===== src/rtl/ffba_pkg.sv =====
// ----------------------------------------------------------------------------
// ffba_pkg
// Shared constants for the first-fit block allocator: default sizes,
// request codes and status codes.
// ----------------------------------------------------------------------------
package ffba_pkg;

    // Default configuration of the allocator.
    localparam int DEF_MAX_BLOCKS  = 1024;
    localparam int DEF_ALIGN_BYTES = 64;
    localparam int DEF_OFFSET_BITS = 32;

    // Width of the size, start and result ports.
    localparam int PORT_BITS = 32;

    // A rounded request can reach one bit beyond the size port.
    localparam int RND_BITS = PORT_BITS + 1;

    // Request codes.
    localparam logic [1:0] OP_ALLOC  = 2'd0;
    localparam logic [1:0] OP_FREE   = 2'd1;
    localparam logic [1:0] OP_RESIZE = 2'd2;
    localparam logic [1:0] OP_NONE   = 2'd3;

    // Status codes.
    localparam logic [2:0] ST_OK        = 3'd0;
    localparam logic [2:0] ST_ZERO      = 3'd1;
    localparam logic [2:0] ST_EXHAUSTED = 3'd2;
    localparam logic [2:0] ST_FULL      = 3'd3;
    localparam logic [2:0] ST_NOTFOUND  = 3'd4;

endpackage


===== src/rtl/ffba_round.sv =====
// ----------------------------------------------------------------------------
// ffba_round
// Rounds a request size up to the alignment, never below one alignment
// unit. The quotient comes from a reciprocal multiplication, then one
// compare-subtract step fixes it; the result is ready when done pulses.
// ----------------------------------------------------------------------------
module ffba_round
    import ffba_pkg::*;
#(
    parameter int ALIGN_BYTES = DEF_ALIGN_BYTES
) (
    input  logic                 clk,
    input  logic                 rst_n,
    input  logic                 go,
    input  logic [PORT_BITS-1:0] size,
    output logic                 done,
    output logic [RND_BITS-1:0]  rounded
);

    localparam int PW = 2 * RND_BITS + 1;
    localparam logic [PORT_BITS-1:0] ALIGN_P = PORT_BITS'(ALIGN_BYTES);
    localparam logic [RND_BITS-1:0]  ALIGN_T = RND_BITS'(ALIGN_BYTES);
    // floor(2^RND_BITS / ALIGN_BYTES): the estimate is low by at most one.
    localparam logic [RND_BITS:0]    RECIP   =
        (RND_BITS + 1)'((64'd1 << RND_BITS) / 64'(ALIGN_BYTES));

    // Sequencer phases.
    localparam logic [1:0] PH_IDLE = 2'd0;
    localparam logic [1:0] PH_QUOT = 2'd1;
    localparam logic [1:0] PH_PROD = 2'd2;
    localparam logic [1:0] PH_FIX  = 2'd3;

    logic [1:0]           ph_reg,   ph_next;
    logic [RND_BITS-1:0]  t_reg,    t_next;
    logic [RND_BITS-1:0]  q_reg,    q_next;
    logic [RND_BITS-1:0]  p_reg,    p_next;
    logic                 done_reg, done_next;
    logic [PORT_BITS-1:0] clamp;
    logic [PW-1:0]        prod;
    logic [RND_BITS-1:0]  rem;

    // Clamp to one alignment unit; the sum below adds the alignment less one.
    assign clamp = (size < ALIGN_P) ? ALIGN_P : size;
    assign prod  = PW'(t_reg) * PW'(RECIP);
    assign rem   = t_reg - p_reg;

    always_comb
    begin
        ph_next   = ph_reg;
        t_next    = t_reg;
        q_next    = q_reg;
        p_next    = p_reg;
        done_next = 1'b0;
        unique case (ph_reg)
            PH_IDLE:
            begin
                if (go)
                begin
                    t_next  = {1'b0, clamp} + RND_BITS'(ALIGN_BYTES - 1);
                    ph_next = PH_QUOT;
                end
            end
            PH_QUOT:
            begin
                // Quotient estimate by reciprocal multiplication.
                q_next  = prod[RND_BITS +: RND_BITS];
                ph_next = PH_PROD;
            end
            PH_PROD:
            begin
                p_next  = q_reg * ALIGN_T;
                ph_next = PH_FIX;
            end
            PH_FIX:
            begin
                done_next = 1'b1;
                ph_next   = PH_IDLE;
            end
        endcase
    end

    always_ff @(posedge clk or negedge rst_n)
    begin
        if (!rst_n)
        begin
            ph_reg   <= PH_IDLE;
            done_reg <= 1'b0;
        end
        else
        begin
            ph_reg   <= ph_next;
            done_reg <= done_next;
        end
    end

    always_ff @(posedge clk)
    begin
        t_reg <= t_next;
        q_reg <= q_next;
        p_reg <= p_next;
    end

    // A low estimate leaves one more alignment unit to add back.
    assign done    = done_reg;
    assign rounded = (rem >= ALIGN_T) ? p_reg + ALIGN_T : p_reg;

endmodule


===== config.mk =====
export PLATFORM = sky130hd
export DESIGN_NAME = ffba_round
export DESIGN_NICKNAME = d
export VERILOG_FILES = /design/src/rtl/ffba_pkg.sv /design/src/rtl/ffba_round.sv
export SDC_FILE = /design/constraint.sdc
export NUM_CORES = 1
export LEC_CHECK = 0
export ABC_AREA = 1
export ABC_CLOCK_PERIOD_IN_PS = 7300
export BUFFER_PORTS_ARGS = -buffer_cell sky130_fd_sc_hd__buf_2
export CORE_MARGIN = 4
export CORE_UTILIZATION = 35
export DETAILED_ROUTE_END_ITERATION = 7
export PLACE_DENSITY = 0.55
export SLEW_MARGIN = 20
export SYNTH_ARGS = -nofsm -noshare
export SYNTH_HDL_FRONTEND = slang
export SYNTH_SLANG_ARGS = --single-unit
export TNS_END_PERCENT = 50

===== constraint.sdc =====
create_clock -name clk -period 7.3 [get_ports clk]
set_input_delay 1.095 -clock clk [delete_from_list [all_inputs] [get_ports clk]]
set_output_delay 1.095 -clock clk [all_outputs]
set_load 0.1 [all_outputs]

After elaboration in Yosys (flattened, before gate mapping)
Index checks and enable logic that the tools add are counted.

Eq/ne operators: 4. Reductions and logical operators: 2. Add/sub/neg operators: 3. Multiplexer cells: 5. Order comparisons: 2.

Operators with widths (number): $add A32 B6 Y33 const B (1); $add A33 B7 Y33 const B (1); $ge A33 B7 Y1 const B (1); $mux W33 (1); $sub A33 B33 Y33 (1); $lt A32 B7 Y1 const B (1); $mux W32 (1); $pmux W2 S4 (1); $eq A2 B2 Y1 const B (2); $eq A2 B1 Y1 const B (1); $logic_not A2 Y1 (1); $mux W2 (1); $ne A2 B2 Y1 const B (1); $reduce_and A2 Y1 (1); $mux W1 (1).

Bits of input ports: 35. Output and inout bits: 34. Flip-flop bits (word level): 90.

Longest topological paths before layout
Depth in word-level cells: 3. Mapped depth: 19.

Least setup slack after synthesis
OpenSTA, ideal clock, no wires.

Path type: reg-to-output. Start point: register t_reg[6]. End point: output rounded[12]. Arrival time: 3014 ps. Data required time: 6205 ps. Path buffers: 1. Cell stages (with the launch flop): 15. Path slack: 3191 ps. Cells stage by stage: edfxtp_1 -> inv_1 -> ha_1 -> inv_1 -> fa_1 -> nand3_1 -> nand3_1 -> xor2_1 -> or2_0 -> nor2_1 -> nand3b_1 -> nor2_2 -> buf_2 -> nand4_1 -> nand2_1.

Longest elaborated chain between the ends: 3.

RTL lines: start: declaration (RTL line ffba_round.sv:34) `logic [RND_BITS-1:0] t_reg, t_next;`; start signal: assignment (RTL line ffba_round.sv:98) `t_reg <= t_next;`; $sub A33 B33 Y33 (RTL line ffba_round.sv:45) `assign rem = t_reg - p_reg;`; $ge A33 B7 Y1 (RTL line ffba_round.sv:105) `assign rounded = (rem >= ALIGN_T) ? p_reg + ALIGN_T : p_reg;`; $mux W33 (RTL line ffba_round.sv:105); end: declaration (RTL line ffba_round.sv:17) `output logic [RND_BITS-1:0] rounded`.

Every way passes these cells.

Worst setup path in the final report
Start point: register p_reg[6]. End point: output rounded[27].

Longest elaborated chain between the ends: 3.

RTL lines: start: declaration (RTL line ffba_round.sv:36) `logic [RND_BITS-1:0] p_reg, p_next;`; start signal: assignment (RTL line ffba_round.sv:100) `p_reg <= p_next;`; $sub A33 B33 Y33 (RTL line ffba_round.sv:45); $ge A33 B7 Y1 (RTL line ffba_round.sv:105); $mux W33 (*) (RTL line ffba_round.sv:105).

Mark *: on every way between the ends. The rest lies on a longest branch, timed or not.

==> impl_metrics.json <==
{
  "outcome": "completed",
  "fin_nets": 1039,
  "synthArstFlopShare": 0.0357,
  "relSlewSlack": 0.335,
  "r2r_cells": 4,
  "drive_gt1_frac": 0.108,
  "drt.antenna.violating_nets": 0,
  "antenna_found_initial": 0,
  "crit_slowest_cell": "nor2_4",
  "placedCellCount": 1188,
  "layout.cells.non_filler": 1204,
  "worst_hold_slack_ps": 417,
  "period_needed_ps": 5120,
  "gp_congestion": 0.938,
  "num_vias": 5667,
  "postCtsSetupBuffers": 0,
  "cts_buffer_depth": 2,
  "path_cells": "ha_1 > inv_1 > fa_1 > nand3_1 > nand3_1 > nand2_1 > nand2_1 > nand3_1 > nand3_1 > nand2_1 > nand2_1 > nor2_1 > nand2_1 > nor2_4 > nand3_4 > nand2_1 > nand2_1 > buf_2",
  "reg2reg_to": "t_reg[18]$_DFFE_PP_",
  "ios": 69,
  "rows": 49,
  "pwr-share-comb": 0.565,
  "grt_pass1_wl_um": 27000,
  "ys_seq_area_frac": 0.380,
  "crit_type": "flop to output port",
  "cts_sinks": 84,
  "dieArea_um2": 21100,
  "die_width_um": 145,
  "synth_top_area_frac": 0.369,
  "fmax_mhz": 195,
  "cp_top_family": "simple AND/OR/NAND/NOR gates",
  "syn_inst": 904,
  "finalHoldViolations": 0,
  "via_per_inst": 4.71,
  "dr.pass1.iters": 7,
  "drv_cap": 0,
  "cp.arrival_ps": 4030,
  "crit_required_ps": 6200,
  "crit_path_end_kind": "output port",
  "clock_latency_ps": 350,
  "fin_tns_setup_ps": 0,
  "min_period_over_period": 0.702,
  "start_util": 0.362,
  "numCtsBuffers": 9,
  "startpoint": "p_reg[6]$_DFFE_PP_",
  "ys_top_cells_by_count": "nand2_1, inv_1, edfxtp_1",
  "crit-reg2reg-launch": "ph_reg[1]$_DFFE_PN0P_",
  "p_sw_mw": 1.51,
  "ctsRootBufferMaster": "clkbuf_16",
  "yosysMostFrequentCell": "nand2_1",
  "drc": 0,
  "portBuffers": 62,
  "p_seq_frac": 0.288,
  "leakage_nw": 3.62,
  "fp.dieH_um": 145,
  "crit_path_max_fanout": 28,
  "cts_tree": "built",
  "rsz0062_at_grt": "false",
  "internal_power_mw": 1.37,
  "cts_hold_buf": 0,
  "synthTopCellsByArea": "edfxtp_1, nand2_1, inv_1",
  "worstHoldPathType": "flop to flop",
  "worst_slew_pin_slew_ps": 996,
  "grt_max_degree": 29,
  "cts_resized": 0,
  "synth_edf_count": 81,
  "crit_buf_inv": 2,
  "swShare": 0.523,
  "wl_per_cell_um": 13.6,
  "cpPeakStageDelay_ps": 530,
  "htreeDepth": 3,
  "area_delta_synth_final_pct": 12.3,
  "power_frac_clock": 0.146,
  "clock_skew_ps": 9.48,
  "core_um2": 18200,
  "peakVddDrop_uv": 167,
  "yosysUniqueCellTypes": 33,
  "drtIter0Drc": 309,
  "path_depth": 18,
  "clkTransAtPathRegs_ps": 70,
  "cpMostUsedCell": "nand2_1",
  "yosys_most_used_dff": "edfxtp_1",
  "slew_violations": 0,
  "pwr_density_cell_nw_per_um2": 389,
  "reg2reg_slack_ps": 5430,
  "syn_area_um2": 6590,
  "synth.avg_cell_area_um2": 7.29,
  "routed_wl_um": 16400,
  "dp_hpwl_um": 13500,
  "grt_usage": 0.157,
  "grt_pass1_vias": 5405,
  "cp-endpoint": "rounded[27]",
  "setup_viol": 0,
  "yosys.area.top_type": "edfxtp_1",
  "start_kind": "flop",
  "diodes": 0,
  "yosys_warnings": 0,
  "grt_remaining_overflow": 0,
  "ys_ff_latch": 84
}
==> layer usage <==
| layer | vias up | GRT usage | part of all wire |
|---|---|---|---|
| met1 | 2535 | 0.221 | 0.50 |
| met3 | 12 | 0.0240 | 0.045 |
| met5 | - | 0 | 0 |
| met4 | 0 | 0.0527 | 0.014 |
| li1 | 3013 | - | - |
| met2 | 107 | 0.247 | 0.44 |
==> worst reg2reg max path, stage by stage (launching register included) <==
cell and delay [ps]:
dfrtp_1 400, inv_1 130, ha_1 180, nand2_1 50, inv_1 710
==> per-stage QoR <==
stage / utilization / worst slack (ps) / power (mW) / area (um2)
finish: 0.407 / 2180 / 2.88 / 7400
global route: 0.407 / 1700 / 3.12 / 7400
CTS: 0.407 / 2100 / 2.91 / 7400
detailed placement: 0.391 / 2500 / 2.48 / 7130
global placement: 0.391 / 2410 / 2.47 / 7130
floorplan: - / 3190 / 2.13 / 6610
==> layout make-up <==
cell class | count | area (um2)
clock buffers | 10 | 229
fillers | 1927 | 10800
multi-input cells | 653 | 3410
clock inverters | 6 | 48.8
well taps | 229 | 287
repair buffers | 65 | 333
inverters | 157 | 589
flip-flops and latches | 84 | 2510
==> placed cells by master, fill, tap and decap left out, drive strengths merged, types with 25 or more instances in the layout <==
cell type / synthesis / layout
nand2: 322 / 322
inv: 157 / 158
edfxtp: 81 / 81
nor2: 78 / 78
buf: 15 / 65
nand3: 49 / 49
xor2: 46 / 46
nand4: 44 / 44
ha: 33 / 33
nor3: 25 / 25
==> kinds of logic (layout without fill, tap and decap cells) <==
| logic type | count (synthesis) | count (layout) | share of synthesized area |
|---|---|---|---|
| compound gates | 23 | 23 | 0.0188 |
| flops | 84 | 84 | 0.380 |
| other cells | 1 | 6 | 0.000569 |
| fa+ha+maj | 34 | 34 | 0.0657 |
| xor+xnor | 58 | 58 | 0.0771 |
| simple gates | 532 | 532 | 0.352 |
| buf+inv | 172 | 238 | 0.105 |
==> worst min-delay path by stage <==
stage	start	to	slack, ps	cells after the start
after global placement	q_reg[11]$_DFFE_PN_	p_reg[17]$_DFFE_PP_	400	0
final	q_reg[15]$_DFFE_PN_	p_reg[21]$_DFFE_PP_	420	0
after floorplan	q_reg[4]$_DFFE_PN_	p_reg[10]$_DFFE_PP_	400	0
after detailed placement	q_reg[9]$_DFFE_PN_	p_reg[15]$_DFFE_PP_	400	0
after global routing	q_reg[15]$_DFFE_PN_	p_reg[21]$_DFFE_PP_	420	0
after CTS	q_reg[12]$_DFFE_PN_	p_reg[18]$_DFFE_PP_	420	0
==> power groups by stage <==
stage / sequential (mW) / clock (mW) / combinational (mW)
final: 0.830 / 0.421 / 1.63
after global routing: 0.849 / 0.456 / 1.81
after CTS: 0.830 / 0.437 / 1.64
after detailed placement: 0.840 / 0 / 1.64
after global placement: 0.835 / 0 / 1.63
after floorplan: 0.821 / 0 / 1.31
Power figures use the tool's default switching activity.
